--- src/sv/utf2w_pkg.sv ---
// Shared types and constants for the UTF-8 to wide decoder.
// Used by the front, queue, back and top-level modules and by the checker.
package utf2w_pkg;

  localparam logic [20:0] REPL_CHAR  = 21'h00FFFD;
  localparam logic [20:0] MAX_POINT  = 21'h10FFFF;
  localparam logic [20:0] SURR_FIRST = 21'h00D800;
  localparam logic [20:0] SURR_LAST  = 21'h00DFFF;
  localparam logic [20:0] HI_SURR    = 21'h00D800;
  localparam logic [20:0] LO_SURR    = 21'h00DC00;
  localparam logic [20:0] SUPP_BASE  = 21'h010000;
  localparam logic [20:0] MIN_TWO    = 21'h000080;
  localparam logic [20:0] MIN_THREE  = 21'h000800;

  localparam logic [1:0] NEED_ONE   = 2'd1;
  localparam logic [1:0] NEED_TWO   = 2'd2;
  localparam logic [1:0] NEED_THREE = 2'd3;

  localparam int QUEUE_DEPTH = 2;
  localparam int QPTR_W      = $clog2(QUEUE_DEPTH);
  localparam int QCNT_W      = $clog2(QUEUE_DEPTH + 1);

  typedef struct packed {
    logic [7:0] in_byte;
    logic       end_of_string;
  } in_word_t;

  typedef struct packed {
    logic [20:0] code_unit;
    logic        last_unit;
  } out_word_t;

  // Code points caused by one input byte: one, or two when two is set.
  typedef struct packed {
    logic [20:0] pt0;
    logic [20:0] pt1;
    logic        two;
  } job_t;

endpackage

--- src/sv/utf2w_front.sv ---
// Front end: accepts bytes, tracks the open UTF-8 sequence and queues code points.
// Depends on utf2w_pkg.
module utf2w_front (
  input  logic              clk,
  input  logic              rst_n,
  input  logic              in_valid,
  output logic              in_ready,
  input  utf2w_pkg::in_word_t in_data,
  input  logic              q_full,
  output logic              q_push,
  output utf2w_pkg::job_t   q_job
);
  import utf2w_pkg::*;

  logic [20:0] pp_r, pp_nxt;
  logic [1:0]  exp_r, exp_nxt;
  logic [1:0]  rcv_r, rcv_nxt;

  logic [7:0]  b;
  logic        eos;
  logic        accept;
  logic        cont;
  logic        f_emit;
  logic        f_open;
  logic [20:0] f_pt;
  logic [20:0] f_pp;
  logic [1:0]  f_exp;
  logic [20:0] pp_c;
  logic [1:0]  rcv_c;
  logic        bad;
  logic        emit_any;

  assign b        = in_data.in_byte;
  assign eos      = in_data.end_of_string;
  assign in_ready = !q_full;
  assign accept   = in_valid && in_ready;
  assign cont     = (b[7:6] == 2'b10);
  assign pp_c     = {pp_r[14:0], b[5:0]};
  assign rcv_c    = rcv_r + 2'd1;

  always_comb begin
    f_emit = 1'b0;
    f_open = 1'b0;
    f_pt   = REPL_CHAR;
    f_pp   = '0;
    f_exp  = '0;
    if (!b[7]) begin
      f_emit = 1'b1;
      f_pt   = {13'd0, b};
    end else if (b[7:5] == 3'b110) begin
      f_open = 1'b1;
      f_exp  = NEED_ONE;
      f_pp   = {16'd0, b[4:0]};
    end else if (b[7:4] == 4'b1110) begin
      f_open = 1'b1;
      f_exp  = NEED_TWO;
      f_pp   = {17'd0, b[3:0]};
    end else if (b[7:3] == 5'b11110) begin
      f_open = 1'b1;
      f_exp  = NEED_THREE;
      f_pp   = {18'd0, b[2:0]};
    end else begin
      f_emit = 1'b1;
    end
    if (f_open && eos) begin
      f_open = 1'b0;
      f_emit = 1'b1;
      f_pt   = REPL_CHAR;
    end
  end

  always_comb begin
    bad = ((exp_r == NEED_ONE) && (pp_c < MIN_TWO)) ||
          ((exp_r == NEED_TWO) && (pp_c < MIN_THREE)) ||
          ((exp_r == NEED_THREE) && (pp_c < SUPP_BASE)) ||
          (pp_c > MAX_POINT) ||
          ((pp_c >= SURR_FIRST) && (pp_c <= SURR_LAST));
  end

  always_comb begin
    pp_nxt    = pp_r;
    exp_nxt   = exp_r;
    rcv_nxt   = rcv_r;
    emit_any  = 1'b0;
    q_job.pt0 = REPL_CHAR;
    q_job.pt1 = f_pt;
    q_job.two = 1'b0;
    if ((exp_r != 2'd0) && cont) begin
      if (rcv_c >= exp_r) begin
        emit_any  = 1'b1;
        q_job.pt0 = bad ? REPL_CHAR : pp_c;
        pp_nxt    = '0;
        exp_nxt   = '0;
        rcv_nxt   = '0;
      end else if (eos) begin
        emit_any = 1'b1;
        pp_nxt   = '0;
        exp_nxt  = '0;
        rcv_nxt  = '0;
      end else begin
        pp_nxt  = pp_c;
        rcv_nxt = rcv_c;
      end
    end else begin
      if (exp_r != 2'd0) begin
        emit_any  = 1'b1;
        q_job.two = f_emit;
      end else begin
        emit_any  = f_emit;
        q_job.pt0 = f_pt;
      end
      pp_nxt  = f_open ? f_pp : '0;
      exp_nxt = f_open ? f_exp : '0;
      rcv_nxt = '0;
    end
  end

  assign q_push = accept && emit_any;

  always_ff @(posedge clk) begin
    if (!rst_n) begin
      pp_r  <= '0;
      exp_r <= '0;
      rcv_r <= '0;
    end else if (accept) begin
      pp_r  <= pp_nxt;
      exp_r <= exp_nxt;
      rcv_r <= rcv_nxt;
    end
  end

endmodule

--- src/sv/utf2w_queue.sv ---
// Short job queue between the front end and the back end.
// Depends on utf2w_pkg for the job type and depth.
module utf2w_queue (
  input  logic            clk,
  input  logic            rst_n,
  input  logic            push,
  input  utf2w_pkg::job_t push_job,
  input  logic            pop,
  output utf2w_pkg::job_t head,
  output logic            empty,
  output logic            full
);
  import utf2w_pkg::*;

  job_t              mem_r [QUEUE_DEPTH];
  logic [QPTR_W-1:0] wr_ptr_r, wr_ptr_nxt;
  logic [QPTR_W-1:0] rd_ptr_r, rd_ptr_nxt;
  logic [QCNT_W-1:0] cnt_r, cnt_nxt;

  assign empty = (cnt_r == '0);
  assign full  = (cnt_r == QCNT_W'(QUEUE_DEPTH));
  assign head  = mem_r[rd_ptr_r];

  always_comb begin
    wr_ptr_nxt = wr_ptr_r;
    rd_ptr_nxt = rd_ptr_r;
    cnt_nxt    = cnt_r;
    if (push) begin
      wr_ptr_nxt = (wr_ptr_r == QPTR_W'(QUEUE_DEPTH - 1)) ? '0 : wr_ptr_r + 1'b1;
    end
    if (pop) begin
      rd_ptr_nxt = (rd_ptr_r == QPTR_W'(QUEUE_DEPTH - 1)) ? '0 : rd_ptr_r + 1'b1;
    end
    if (push && !pop) begin
      cnt_nxt = cnt_r + 1'b1;
    end else if (pop && !push) begin
      cnt_nxt = cnt_r - 1'b1;
    end
  end

  always_ff @(posedge clk) begin
    if (push) begin
      mem_r[wr_ptr_r] <= push_job;
    end
  end

  always_ff @(posedge clk) begin
    if (!rst_n) begin
      wr_ptr_r <= '0;
      rd_ptr_r <= '0;
      cnt_r    <= '0;
    end else begin
      wr_ptr_r <= wr_ptr_nxt;
      rd_ptr_r <= rd_ptr_nxt;
      cnt_r    <= cnt_nxt;
    end
  end

endmodule

--- src/sv/utf2w_back.sv ---
// Back end: turns queued code points into output words, splitting into surrogates.
// Depends on utf2w_pkg.
module utf2w_back (
  input  logic                 clk,
  input  logic                 rst_n,
  input  logic                 utf16_mode,
  input  utf2w_pkg::job_t      head,
  input  logic                 q_empty,
  output logic                 q_pop,
  output logic                 out_valid,
  input  logic                 out_ready,
  output utf2w_pkg::out_word_t out_data
);
  import utf2w_pkg::*;

  logic      out_valid_r, out_valid_nxt;
  out_word_t out_data_r, out_data_nxt;
  logic      phase_r, phase_nxt;

  logic        load;
  logic        split;
  logic        second;
  logic [20:0] v;
  logic [20:0] hi_unit;
  logic [20:0] lo_unit;

  assign load    = !q_empty && (!out_valid_r || out_ready);
  assign split   = utf16_mode && (head.pt0[20:16] != 5'd0);
  assign second  = head.two || split;
  assign v       = head.pt0 - SUPP_BASE;
  assign hi_unit = HI_SURR | {11'd0, v[19:10]};
  assign lo_unit = LO_SURR | {11'd0, v[9:0]};

  always_comb begin
    out_data_nxt  = out_data_r;
    phase_nxt     = phase_r;
    q_pop         = 1'b0;
    out_valid_nxt = out_ready ? 1'b0 : out_valid_r;
    if (load) begin
      out_valid_nxt = 1'b1;
      if (!phase_r) begin
        out_data_nxt.code_unit = split ? hi_unit : head.pt0;
        out_data_nxt.last_unit = !second;
        q_pop                  = !second;
        phase_nxt              = second;
      end else begin
        out_data_nxt.code_unit = head.two ? head.pt1 : lo_unit;
        out_data_nxt.last_unit = 1'b1;
        q_pop                  = 1'b1;
        phase_nxt              = 1'b0;
      end
    end
  end

  always_ff @(posedge clk) begin
    out_data_r <= out_data_nxt;
  end

  always_ff @(posedge clk) begin
    if (!rst_n) begin
      out_valid_r <= 1'b0;
      phase_r     <= 1'b0;
    end else begin
      out_valid_r <= out_valid_nxt;
      phase_r     <= phase_nxt;
    end
  end

  assign out_valid = out_valid_r;
  assign out_data  = out_data_r;

endmodule

--- src/sv/utf8_to_wide_decoder_unit.sv ---
// Top level of the UTF-8 to wide decoder: mode register, front end, queue and back end.
// Depends on utf2w_pkg, utf2w_front, utf2w_queue and utf2w_back.
//
// The decoder takes one UTF-8 byte per word and can accept a new byte in every cycle
// while its two-entry job queue has room. A byte gives zero, one or two output words;
// the output register hands out one word per cycle while out_ready is high, so bytes
// giving two words (a surrogate pair in UTF-16 mode, or a replacement followed by the
// breaking byte) hold the output for both. Results pass the job queue, then the output
// register. The mode register should be written only while no words are in flight.
module utf8_to_wide_decoder_unit (
  input  logic                 clk,
  input  logic                 rst_n,
  input  logic                 in_valid,
  output logic                 in_ready,
  input  utf2w_pkg::in_word_t  in_data,
  output logic                 out_valid,
  input  logic                 out_ready,
  output utf2w_pkg::out_word_t out_data,
  input  logic                 cfg_wr_en,
  input  logic                 cfg_wr_data
);
  import utf2w_pkg::*;

  logic utf16_output_r;
  logic q_push;
  logic q_pop;
  logic q_empty;
  logic q_full;
  job_t q_job;
  job_t q_head;

  always_ff @(posedge clk) begin
    if (!rst_n) begin
      utf16_output_r <= 1'b0;
    end else if (cfg_wr_en) begin
      utf16_output_r <= cfg_wr_data;
    end
  end

  utf2w_front u_front (
    .clk      (clk),
    .rst_n    (rst_n),
    .in_valid (in_valid),
    .in_ready (in_ready),
    .in_data  (in_data),
    .q_full   (q_full),
    .q_push   (q_push),
    .q_job    (q_job)
  );

  utf2w_queue u_queue (
    .clk      (clk),
    .rst_n    (rst_n),
    .push     (q_push),
    .push_job (q_job),
    .pop      (q_pop),
    .head     (q_head),
    .empty    (q_empty),
    .full     (q_full)
  );

  utf2w_back u_back (
    .clk        (clk),
    .rst_n      (rst_n),
    .utf16_mode (utf16_output_r),
    .head       (q_head),
    .q_empty    (q_empty),
    .q_pop      (q_pop),
    .out_valid  (out_valid),
    .out_ready  (out_ready),
    .out_data   (out_data)
  );

endmodule

--- config.mk ---
export PLATFORM = sky130hd
export DESIGN_NAME = utf8_to_wide_decoder_unit
export DESIGN_NICKNAME = d
export VERILOG_FILES = /design/src/sv/utf2w_pkg.sv /design/src/sv/utf2w_front.sv /design/src/sv/utf2w_queue.sv /design/src/sv/utf2w_back.sv /design/src/sv/utf8_to_wide_decoder_unit.sv
export SDC_FILE = /design/constraint.sdc
export NUM_CORES = 1
export LEC_CHECK = 0
export BUFFER_PORTS_ARGS = -buffer_cell sky130_fd_sc_hd__buf_2
export CAP_MARGIN = 25
export CORE_UTILIZATION = 50
export CTS_CLUSTER_DIAMETER = 80
export DETAILED_ROUTE_END_ITERATION = 8
export PLACE_DENSITY = 0.68
export SLEW_MARGIN = 20
export SYNTH_ARGS = -nofsm -noshare
export SYNTH_HDL_FRONTEND = slang
export SYNTH_SLANG_ARGS = --single-unit
--- constraint.sdc ---
create_clock -name clk -period 4.5 [get_ports clk]
set_input_delay 0.9 -clock clk [delete_from_list [all_inputs] [get_ports clk]]
set_output_delay 0.9 -clock clk [all_outputs]
set_load 0.01 [all_outputs]
### Yosys cells after proc, flatten, opt, wreduce, memory -nomap -nowiden

Memories as Yosys holds them, arrays and structs flattened. A register that Yosys moved wholly into a read port is not among the register bits.
Cells that the tools add are included.

| storage, ports and cells | value |
|---|---|
| memories kept | 1 |
| flip-flop bits (word level) | 48 |
| memory bits (writable) | 76 |
| input port bits | 15 |
| latch bits | 0 |
| bits in read-only memories | 0 |
| output and inout bits | 24 |

| cells by class | value |
|---|---|
| $mul | 0 |
| $lt $le $gt $ge | 7 |
| reduce and logical (&&, ||, !) cells | 30 |
| add/subtract/negate cells | 6 |
| equal/unequal tests | 9 |
| div/mod/pow operators | 0 |
| bitwise gates (word level) | 0 |
| shift-type cells | 0 |
| muxes and demuxes | 57 |

Memories:

| name | words | width | read ports | clocked after memory_dff | write ports | RTL line | text |
|---|---|---|---|---|---|---|---|
| u_queue.mem_r | 2 | 38 | 1 | 1 | 1 | utf2w_queue.sv:15 | `job_t mem_r [QUEUE_DEPTH];` |

Operators by type and width:

| cell | number |
|---|---|
| 2-to-1 mux 21 bit | 5 |
| 2-to-1 mux 15 bit | 6 |
| 2-to-1 mux 16 bit | 3 |
| 2-to-1 mux 1 bit | 27 |
| 2-to-1 mux 2 bit | 13 |
| 2-to-1 mux 22 bit | 1 |
| greater-or-equal comparator 21 x 16 -> 1 bit (second input constant) | 1 |
| > comparator 21 bit (second input constant) | 1 |
| less-or-equal comparator 21 x 16 -> 1 bit (second input constant) | 1 |
| < comparator 21 x 12 -> 1 bit (second input constant) | 1 |
| < comparator 21 x 17 -> 1 bit (second input constant) | 1 |
| < comparator 21 x 8 -> 1 bit (second input constant) | 1 |
| subtractor 20 x 17 -> 20 bit (second input constant) | 1 |
| logical AND 1 bit | 12 |
| equality test 2 bit (second input constant) | 4 |
| zero test 1 bit | 6 |
| logical OR 1 bit | 6 |
| nonzero test 2 bit | 3 |
| equality test 5 bit (second input constant) | 1 |
| nonzero test 5 bit | 1 |
| adder 2 x 1 -> 2 bit (second input constant) | 2 |
| equality test 4 bit (second input constant) | 1 |
| 2-to-1 mux 4 bit | 1 |
| equality test 3 bit (second input constant) | 1 |
| 8 further kinds | 9 |

### Longest topological paths before layout

Gate-level depths: netlist of run 1.

| logic depth | value |
|---|---|
| word-level depth | 14 |
| gate-level depth with buffers | 11 |
| depth with buffers taken out | 9 |

### By module

From an unflattened synthesis of run 1, not the netlist that was laid out.

| unflattened totals | value |
|---|---|
| cell total of the unflattened synthesis | 450 |
| area, all modules | 5,993.2 sq um |

Modules (own cells, without submodules):

| module | area an instance (sq um) | cells each | instances | seq. area each (sq um) |
|---|---|---|---|---|
| utf2w_queue | 3,320.7 | 156 | 1 | 2,682.6 |
| utf2w_back | 1,366.3 | 121 | 1 | 700.7 |
| utf2w_front | 1,270.0 | 170 | 1 | 380.4 |
| utf8_to_wide_decoder_unit | 36.3 | 3 | 1 | 20.0 |

### Least setup slack after synthesis of run 1

No wires, ideal clock.

| path | value |
|---|---|
| kind | input -> register |
| start point | input in_data[8] (netlist name) |
| end point | memory u_queue.mem_r[0][0] (netlist name), enable pin |
| required time | 4.078 ns |
| buffers on the path | 1 |
| stages | 5 |
| path slack | 0.934 ns |
| data arrival time | 3.144 ns |
| path through | clkbuf_1 -> nand3b_1 -> a31oi_1 -> a221oi_1 -> nor2b_1 |

| on the way | value |
|---|---|
| longest elaborated chain between the ends | 12 |

RTL lines:

| item | RTL line | text |
|---|---|---|
| start, declared | utf8_to_wide_decoder_unit.sv:15 | `input utf2w_pkg::in_word_t in_data,` |
| equality test 5 bit | utf2w_front.sv:58 | `end else if (b[7:3] == 5'b11110) begin` |
| 2-to-1 mux 1 bit | utf2w_front.sv:58 |  |
| 2-to-1 mux 1 bit | utf2w_front.sv:54 | `end else if (b[7:4] == 4'b1110) begin` |
| 2-to-1 mux 1 bit | utf2w_front.sv:50 | `end else if (b[7:5] == 3'b110) begin` |
| 2-to-1 mux 1 bit | utf2w_front.sv:47 | `if (!b[7]) begin` |
| logical AND 1 bit | utf2w_front.sv:65 | `if (f_open && eos) begin` |
| 2-to-1 mux 1 bit | utf2w_front.sv:65 |  |
| 2-to-1 mux 1 bit | utf2w_front.sv:105 | `if (exp_r != 2'd0) begin` |
| 2-to-1 mux 1 bit * | utf2w_front.sv:88 | `if ((exp_r != 2'd0) && cont) begin` |
| logical AND 1 bit * | utf2w_front.sv:118 | `assign q_push = accept && emit_any;` |
| named net q_push | utf8_to_wide_decoder_unit.sv:25 | `logic q_push;` |
| 2-to-1 mux 1 bit * | utf2w_queue.sv:42 | `if (push) begin` |
| 2-to-1 mux 1 bit (not written as such) * | utf2w_queue.sv:43 | `mem_r[wr_ptr_r] <= push_job;` |
| end, declared | utf2w_queue.sv:15 |  |

Mark *: on every way through the listed nets, which the timed path passes. The rest lies on a longest branch.

==> results of run 1 <==
-- cell families (layout without fill, tap and decap cells) --
group                      count (synthesis)  count (layout)
DFF                                      109             109
muxes                                     44              44
AOI/OAI and AO/OA                         79              79
xor gates and xnor gates                   7               7
buffers and inverters                     22              61
adders and majority gates                  4               4
and+or+nand+nor                          120             120
-- worst max-delay path by stage --
| stage | start | endpoint | slack (ns) | cells after the start |
|---|---|---|---|---|
| finish | flip-flop | u_queue.cnt_r[1]$_SDFFE_PN0P_ | 1.26 | 8 |
| floorplan | in_data[8] | u_queue.mem_r[0][0]$_DFFE_PP_ | 0.93 | 5 |
| CTS | flip-flop | u_queue.cnt_r[1]$_SDFFE_PN0P_ | 1.24 | 8 |
| detailed placement | in_data[8] | u_queue.mem_r[0][38]$_DFFE_PP_ | 1.16 | 6 |
| global route | flip-flop | u_queue.cnt_r[1]$_SDFFE_PN0P_ | 1.03 | 8 |
| global placement | in_data[8] | u_queue.mem_r[0][38]$_DFFE_PP_ | 1.24 | 6 |
-- stage by stage --
step / area [um^2] / setup slack, ns / power (W)
after global placement: 5109 / 1.242 / 0.002275
after detailed placement: 5109 / 1.160 / 0.002296
after floorplan: 4807 / 0.9339 / 0.002039
after global routing: 5291 / 1.027 / 0.002980
after CTS: 5291 / 1.240 / 0.002839
final: 5291 / 1.264 / 0.002819
-- routing by layer --
metal	vias up	share of wire (%)	GRT usage, %	wire (um)
li1	1470	-	-	-
met1	1397	48	27.13	4245
met2	77	46	30.40	4065
met3	13	4.6	2.577	412
met4	0	2.0	8.696	174
met5	-	0	0	0
-- registers in the layout (all words and copies together) (netlist names), named ones only --
| signal | count |
|---|---|
| u_queue.mem_r | 60 |
| u_back.out_data | 22 |
| u_front.pp_r | 15 |
| u_front.exp_r | 2 |
| u_front.rcv_r | 2 |
| u_queue.cnt_r | 2 |
| u_back.out_valid | 1 |
| u_back.phase_r | 1 |
| u_queue.rd_ptr_r | 1 |
| u_queue.wr_ptr_r | 1 |
| utf16_output_r | 1 |
-- area by class of cell --
type | instances | area share [%]
repair buffers | 44 | 4.446
clock inverters | 7 | 1.111
well taps | 129 | 3.050
clock buffers | 9 | 2.341
inverters | 1 | 0.07094
flip-flops and latches | 109 | 56.75
multi-input cells | 254 | 32.23
-- critical path, cell delays in order (launching register included) --
cell      delay (ns)
dfxtp_1         0.51
mux2i_1         0.47
ha_1            0.27
o211ai_1        0.16
a21boi_0        0.46
o21ai_0         0.31
ha_1            0.42
or3_1           0.38
a21boi_0        0.17
-- layout by cell type, fill, tap and decap left out, types with 6 or more instances in the layout --
master	Yosys	final
nand2_1	46	46
mux2i_1	27	27
or2_2	7	7
dfxtp_1	27	27
nor2_1	17	16
a21oi_1	25	25
and2_1	10	10
nor2b_1	8	7
o21a_1	10	10
buf_4	1	6
o21ai_0	19	19
nand2b_1	6	6
mux2_2	17	17
edfxtp_1	82	82
clkbuf_8	0	9
buf_2	5	38
-- power groups by stage --
| stage | Combinational (W) | Sequential [W] | Clock (W) |
|---|---|---|---|
| finish | 0.000845 | 0.00143 | 0.000548 |
| global route | 0.000934 | 0.00145 | 0.000596 |
| CTS | 0.000850 | 0.00143 | 0.000561 |
| detailed placement | 0.000845 | 0.00145 | 0 |
| global placement | 0.000832 | 0.00144 | 0 |
| floorplan | 0.000566 | 0.00147 | 0 |
==> flow_summary.json, run 1 <==
{
  "power.internal_w": 0.001899,
  "htree_levels": 3,
  "die_height_um": 100.1,
  "finalCoreUtilization_pct": 56.99,
  "synthAdderAreaFrac_pct": 1.041,
  "unrepaired_setup_endpoints_after_global_routing": "false",
  "placeableCoreArea_um2": 9284,
  "cap_viol_max_count": 0,
  "initial_core_util_pct": 51.78,
  "tritoncts": "built",
  "min-delay-path-class": "reg -> reg",
  "power.combinational.fraction_pct": 30.0,
  "syn_to_final_growth_pct": 10.07,
  "antenna_found_initial": 0,
  "holdPathStages": 2,
  "post-place-cells": 537,
  "num_ports": 39,
  "synth_enable_flop_cells": 82,
  "vias_per_cell": 5.347,
  "worst_setup_hold_path_clk_slew_ns": 0.11,
  "cts_resized": 0,
  "ctsLongestPathBuffers": 2,
  "route.antenna.remaining_nets": 0,
  "area.sequential_um2": 3003,
  "place.port_buffers": 38,
  "synthArstFlopShare_pct": 0,
  "irDropWorstVdd_v": 0.0003165,
  "worst_skew_pair_later_pin_latency_ns": 0.36,
  "cts_made_buffers": 9,
  "path_class": "reg -> reg",
  "syn_nets": 404,
  "fin_clk_skew_ns": 0.01146,
  "first_iter_violations": 107,
  "grt_overflow": 0,
  "endpoint_kind_of_the_worst_setup_timing_path": "flip-flop",
  "final.min_clock_period_ns": 3.236,
  "post-route-period-util_pct": 71.91,
  "drt-total-wl_um": 8898,
  "setup_tns_ns": 0,
  "muxShareOfSynthArea_pct": 9.604,
  "postCtsSetupRepairBufs": 0,
  "grt_max_degree": 31,
  "clock_sink_count": 109,
  "synth_area_um2": 4807,
  "grt_usage_pct": 19.37,
  "final_net_count": 438,
  "synth_seq_cells": 109,
  "synth_simple_gate_area_share_pct": 12.78,
  "worst-r2r-setup-slack_ns": 1.26,
  "timing_hold_violations_final": 0,
  "finalSetupViolations": 0,
  "netlist_instances": 385,
  "yosys_most_used_dff": "edfxtp_1",
  "ctsHoldBuffers": 0,
  "worst-r2r-cell-count": 8,
  "gp_congestion": 0.8275,
  "end_of_the_worst_register_to_register_path": "u_queue.cnt_r[1]$_SDFFE_PN0P_",
  "post_synth_num_cell_types": 46,
  "seqPwrFrac_pct": 50.6,
  "cell_count_final_fillers_out": 553,
  "hold_path_end": "u_front.pp_r[12]$_SDFFE_PN0P_",
  "cellPowerDensity_nw_per_um2": 532.8,
  "critical_path_required_ns": 4.79,
  "slew_violations": 0,
  "grt_pass1_vias": 2856,
  "slew_headroom_pct": 42.41,
  "combinational_family_with_the_most_area_after_synthesis": "simple AND/OR/NAND/NOR gates",
  "num-fill-cells": 792,
  "crit_path_max_fanout": 6,
  "synth-seq-area-share_pct": 62.47,
  "antenna_cells": 0,
  "tightest_slew_ns": 0.8626,
  "grt_first_pass_wirelength_um": 14500,
  "die_area_um2": 10010,
  "wl_per_cell_um": 16.09,
  "critPathLaunchType": "flip-flop",
  "power.switching_w": 0.0009206,
  "power.share.switching_pct": 32.65,
  "worst_hold_startpoint": "u_front.pp_r[12]$_SDFFE_PN0P_",
  "p_leak_nw": 1.814,
  "route.vias.total": 2957,
  "compound_gate_fraction_of_synth_area_pct": 10.67,
  "clk_root_buffer_cell": "clkbuf_8",
  "floorplan.die.width_um": 100.1,
  "status": "finished, final reports clean",
  "area_taken_by_multi_input_logic_gates_um2": 1705,
  "netlist_top_cells_area": "edfxtp_1 (51%), dfxtp_1 (11%), mux2i_1 (5.6%)",
  "cell_with_the_most_instances_after_synthesis": "edfxtp_1",
  "drt_drc_violations_left": 0,
  "max_clock_freq_mhz": 309.0,
  "synth.yosys.warnings": 0,
  "clkPwrFrac_pct": 19.4,
  "post_synthesis_average_cell_area_um2": 12.49,
  "timing.hold.ws_ns": 0.4821,
  "row_count": 35,
  "dp.final_hpwl_um": 6391,
  "top_cell_type_by_total_area_after_synthesis": "edfxtp_1",
  "synth_common_cells": "edfxtp_1 (82), nand2_1 (46), dfxtp_1 (27), mux2i_1 (27), a21oi_1 (25)",
  "synthXorXnorAreaFrac_pct": 1.275,
  "drt_first_pass_iters": 4,
  "drive_gt1_share_pct": 23.35,
  "arrival_ns": 3.52,
  "synth_top_area_share_pct": 51.22
}
Power figures use the tool's default switching activity.
==> run 2, diff against run 1 <==
--- a/config.mk
+++ b/config.mk
@@ -5,12 +5,13 @@
 export SDC_FILE = /design/constraint.sdc
 export NUM_CORES = 1
 export LEC_CHECK = 0
+export ABC_AREA = 1
 export BUFFER_PORTS_ARGS = -buffer_cell sky130_fd_sc_hd__buf_2
 export CAP_MARGIN = 25
 export CORE_UTILIZATION = 50
 export CTS_CLUSTER_DIAMETER = 80
 export DETAILED_ROUTE_END_ITERATION = 8
-export PLACE_DENSITY = 0.68
+export PLACE_DENSITY = 0.69
 export SLEW_MARGIN = 20
 export SYNTH_ARGS = -nofsm -noshare
 export SYNTH_HDL_FRONTEND = slang
==> constraint.sdc (replaced) <==
create_clock -name clk -period 3.3 [get_ports clk]
set_input_delay 0.66 -clock clk [delete_from_list [all_inputs] [get_ports clk]]
set_output_delay 0.66 -clock clk [all_outputs]
set_load 0.01 [all_outputs]
==> run 2 against run 1 <==
  * Die area shrank 2.1%
  * Via count grew 9.8%
  * Synthesized area shrank 2.1%
  * First-iteration DRC count grew 79%
  * Sequential share of layout area grew 0.89 points
  * Synthesized cell count grew 18%
  * Total power grew 45%
  * Non-clock buffer count shrank 1
  * Count of clock-buffer cells in the layout grew 1
  * Critical path depth grew 9
  * Core utilization shrank 0.34 points
==> flow_summary.json, run 2 <==
{
  "grt_usage_pct": 20.03,
  "synth_top_area_share_pct": 52.34,
  "timing.hold.ws_ns": 0.4678,
  "antenna_found_initial": 0,
  "drt_first_pass_iters": 5,
  "arrival_ns": 3.06,
  "cell_with_the_most_instances_after_synthesis": "nand2_1",
  "die_area_um2": 9801,
  "setup_tns_ns": 0,
  "power.combinational.fraction_pct": 31.4,
  "end_of_the_worst_register_to_register_path": "u_queue.cnt_r[1]$_SDFFE_PN0P_",
  "placeableCoreArea_um2": 9196,
  "netlist_instances": 456,
  "drt_drc_violations_left": 0,
  "clk_root_buffer_cell": "clkbuf_8",
  "unrepaired_setup_endpoints_after_global_routing": "false",
  "synth_seq_cells": 109,
  "post-place-cells": 599,
  "postCtsSetupRepairBufs": 0,
  "wl_per_cell_um": 14.84,
  "place.port_buffers": 38,
  "post-route-period-util_pct": 84.80,
  "min-delay-path-class": "in -> reg",
  "netlist_top_cells_area": "edfxtp_1 (52%), dfxtp_1 (11%), nand2_1 (7.7%)",
  "power.switching_w": 0.001433,
  "area.sequential_um2": 3003,
  "row_count": 35,
  "yosys_most_used_dff": "edfxtp_1",
  "antenna_cells": 0,
  "die_height_um": 99,
  "worst_skew_pair_later_pin_latency_ns": 0.37,
  "synth_common_cells": "nand2_1 (97), edfxtp_1 (82), nor2_1 (58)",
  "final.min_clock_period_ns": 2.798,
  "critical_path_required_ns": 3.57,
  "seqPwrFrac_pct": 48.3,
  "drive_gt1_share_pct": 15.48,
  "worst_hold_startpoint": "cfg_wr_en",
  "tritoncts": "built",
  "cellPowerDensity_nw_per_um2": 785.3,
  "status": "finished, final reports clean",
  "gp_congestion": 0.9090,
  "worst-r2r-setup-slack_ns": 0.50,
  "worst-r2r-cell-count": 17,
  "slew_violations": 0,
  "drt-total-wl_um": 9129,
  "route.antenna.remaining_nets": 0,
  "fin_clk_skew_ns": 0.009412,
  "synthArstFlopShare_pct": 0,
  "synth.yosys.warnings": 0,
  "final_net_count": 518,
  "power.share.switching_pct": 35.02,
  "power.total_w": 0.004091,
  "dp.final_hpwl_um": 6595,
  "clkPwrFrac_pct": 20.3,
  "p_leak_nw": 2.054,
  "holdPathStages": 2,
  "synth_enable_flop_cells": 82,
  "endpoint_kind_of_the_worst_setup_timing_path": "flip-flop",
  "worst_setup_hold_path_clk_slew_ns": 0.10,
  "first_iter_violations": 192,
  "path_class": "reg -> reg",
  "max_clock_freq_mhz": 357.3,
  "final_cell_mix": "nand2_1 (97), edfxtp_1 (82), nor2_1 (57)",
  "tightest_slew_ns": 0.5793,
  "ctsLongestPathBuffers": 2,
  "synth_area_um2": 4705,
  "post_synthesis_average_cell_area_um2": 10.32,
  "synth-seq-area-share_pct": 63.83,
  "num_ports": 39,
  "largest_reg_flops": 60,
  "place_area_um2": 5006,
  "floorplan.die.width_um": 99,
  "grt_overflow": 0,
  "irDropWorstVdd_v": 0.0004722,
  "top_cell_type_by_total_area_after_synthesis": "edfxtp_1",
  "slew_headroom_pct": 60.97,
  "htree_levels": 3,
  "cts_made_buffers": 9,
  "syn_nets": 475,
  "clock_sink_count": 109,
  "crit_path_max_fanout": 19,
  "ctsHoldBuffers": 0,
  "area_taken_by_multi_input_logic_gates_um2": 1438,
  "vias_per_cell": 5.278,
  "cell_count_final_fillers_out": 615,
  "route.vias.total": 3246,
  "cts_resized": 0,
  "syn_to_final_growth_pct": 10.74,
  "finalSetupViolations": 0,
  "grt_max_degree": 31,
  "grt_pass1_vias": 3055,
  "grt_first_pass_wirelength_um": 14990,
  "timing_hold_violations_final": 0,
  "cap_viol_max_count": 0,
  "post_synth_num_cell_types": 35,
  "layout_commonest_cell": "nand2_1",
  "critPathLaunchType": "flip-flop",
  "num-fill-cells": 800,
  "initial_core_util_pct": 51.16,
  "top_register": "u_queue.mem_r",
  "fin_area_um2": 5210,
  "power.internal_w": 0.002659,
  "hold_path_end": "utf16_output_r$_SDFFE_PN0P_"
}
[run 2: cell count changes after synthesis, moves of 10 or more]
cell / previous run / this run
nand2_1: 46 / 97
a211oi_1: 0 / 10
o21a_1: 10 / 0
mux2i_1: 27 / 10
o21ai_0: 19 / 30
inv_1: 1 / 50
and2_1: 10 / 0
nor2_1: 17 / 58
mux2_2: 17 / 0
[run 2: worst max-delay path, stage by stage (launching register included)]
cell,delay [ns]
dfxtp_1,0.49
inv_2,0.21
nand2_1,0.10
nand2_1,0.05
inv_1,0.09
ha_1,0.18
inv_1,0.05
nor2_1,0.09
nand2_1,0.07
nand2_2,0.16
nand2_1,0.11
a21oi_1,0.25
inv_1,0.09
ha_1,0.30
a21oi_1,0.11
o21ai_0,0.12
o21ai_0,0.17
a21oi_1,0.06
[run 2: how the worst max path moves through the flow]
stage | start | cells after the start | end | slack (ns)
2_1_floorplan | out_ready | 10 | u_queue.cnt_r[1]$_SDFFE_PN0P_ | 0.20
3_3_place_gp | flip-flop | 17 | u_queue.cnt_r[1]$_SDFFE_PN0P_ | 0.66
3_5_place_dp | flip-flop | 17 | u_queue.cnt_r[1]$_SDFFE_PN0P_ | 0.55
4_1_cts | flip-flop | 17 | u_queue.cnt_r[1]$_SDFFE_PN0P_ | 0.51
5_1_grt | flip-flop | 17 | u_queue.cnt_r[1]$_SDFFE_PN0P_ | 0.1
6_report | flip-flop | 17 | u_queue.cnt_r[1]$_SDFFE_PN0P_ | 0.50
[run 2: cells by family (layout without fill, tap and decap cells)]
group	after synthesis	in the layout	synth area share (%)
buf+inv	64	112	5.744
compound gates	79	79	9.734
xor+xnor	4	4	0.7446
mux	10	10	2.128
simple gates	186	186	16.76
fa+ha+maj	4	4	1.064
flops	109	109	63.83
[run 2: layout make-up]
class	instances	area share, %
inverters	53	3.818
well taps	111	2.666
repair buffers	43	4.371
clock buffers	10	2.450
clock inverters	6	1.465
multi-input cells	283	27.59
flip-flops and latches	109	57.64
[run 2: power groups by stage]
stage,logic [W],clock network [W],registers (W)
finish,0.00128,0.000832,0.00198
global route,0.00145,0.000898,0.00201
CTS,0.00129,0.000851,0.00198
detailed placement,0.00128,0,0.00201
global placement,0.00126,0,0.00200
floorplan,0.000812,0,0.00209
[run 2: per-stage QoR]
step	setup slack (ns)	util (%)
floorplan	0.1963	-
global placement	0.6584	54.44
detailed placement	0.5471	54.44
CTS	0.5092	56.65
global route	0.09775	56.65
finish	0.5016	56.65
[run 2: per-layer routing]
layer / share of wire (%) / vias to the layer above / global-route usage [%]
li1: - / 1628 / -
met1: 48 / 1499 / 27.45
met2: 46 / 101 / 31.74
met3: 3.9 / 18 / 2.979
met4: 1.9 / 0 / 9.070
met5: 0 / - / 0
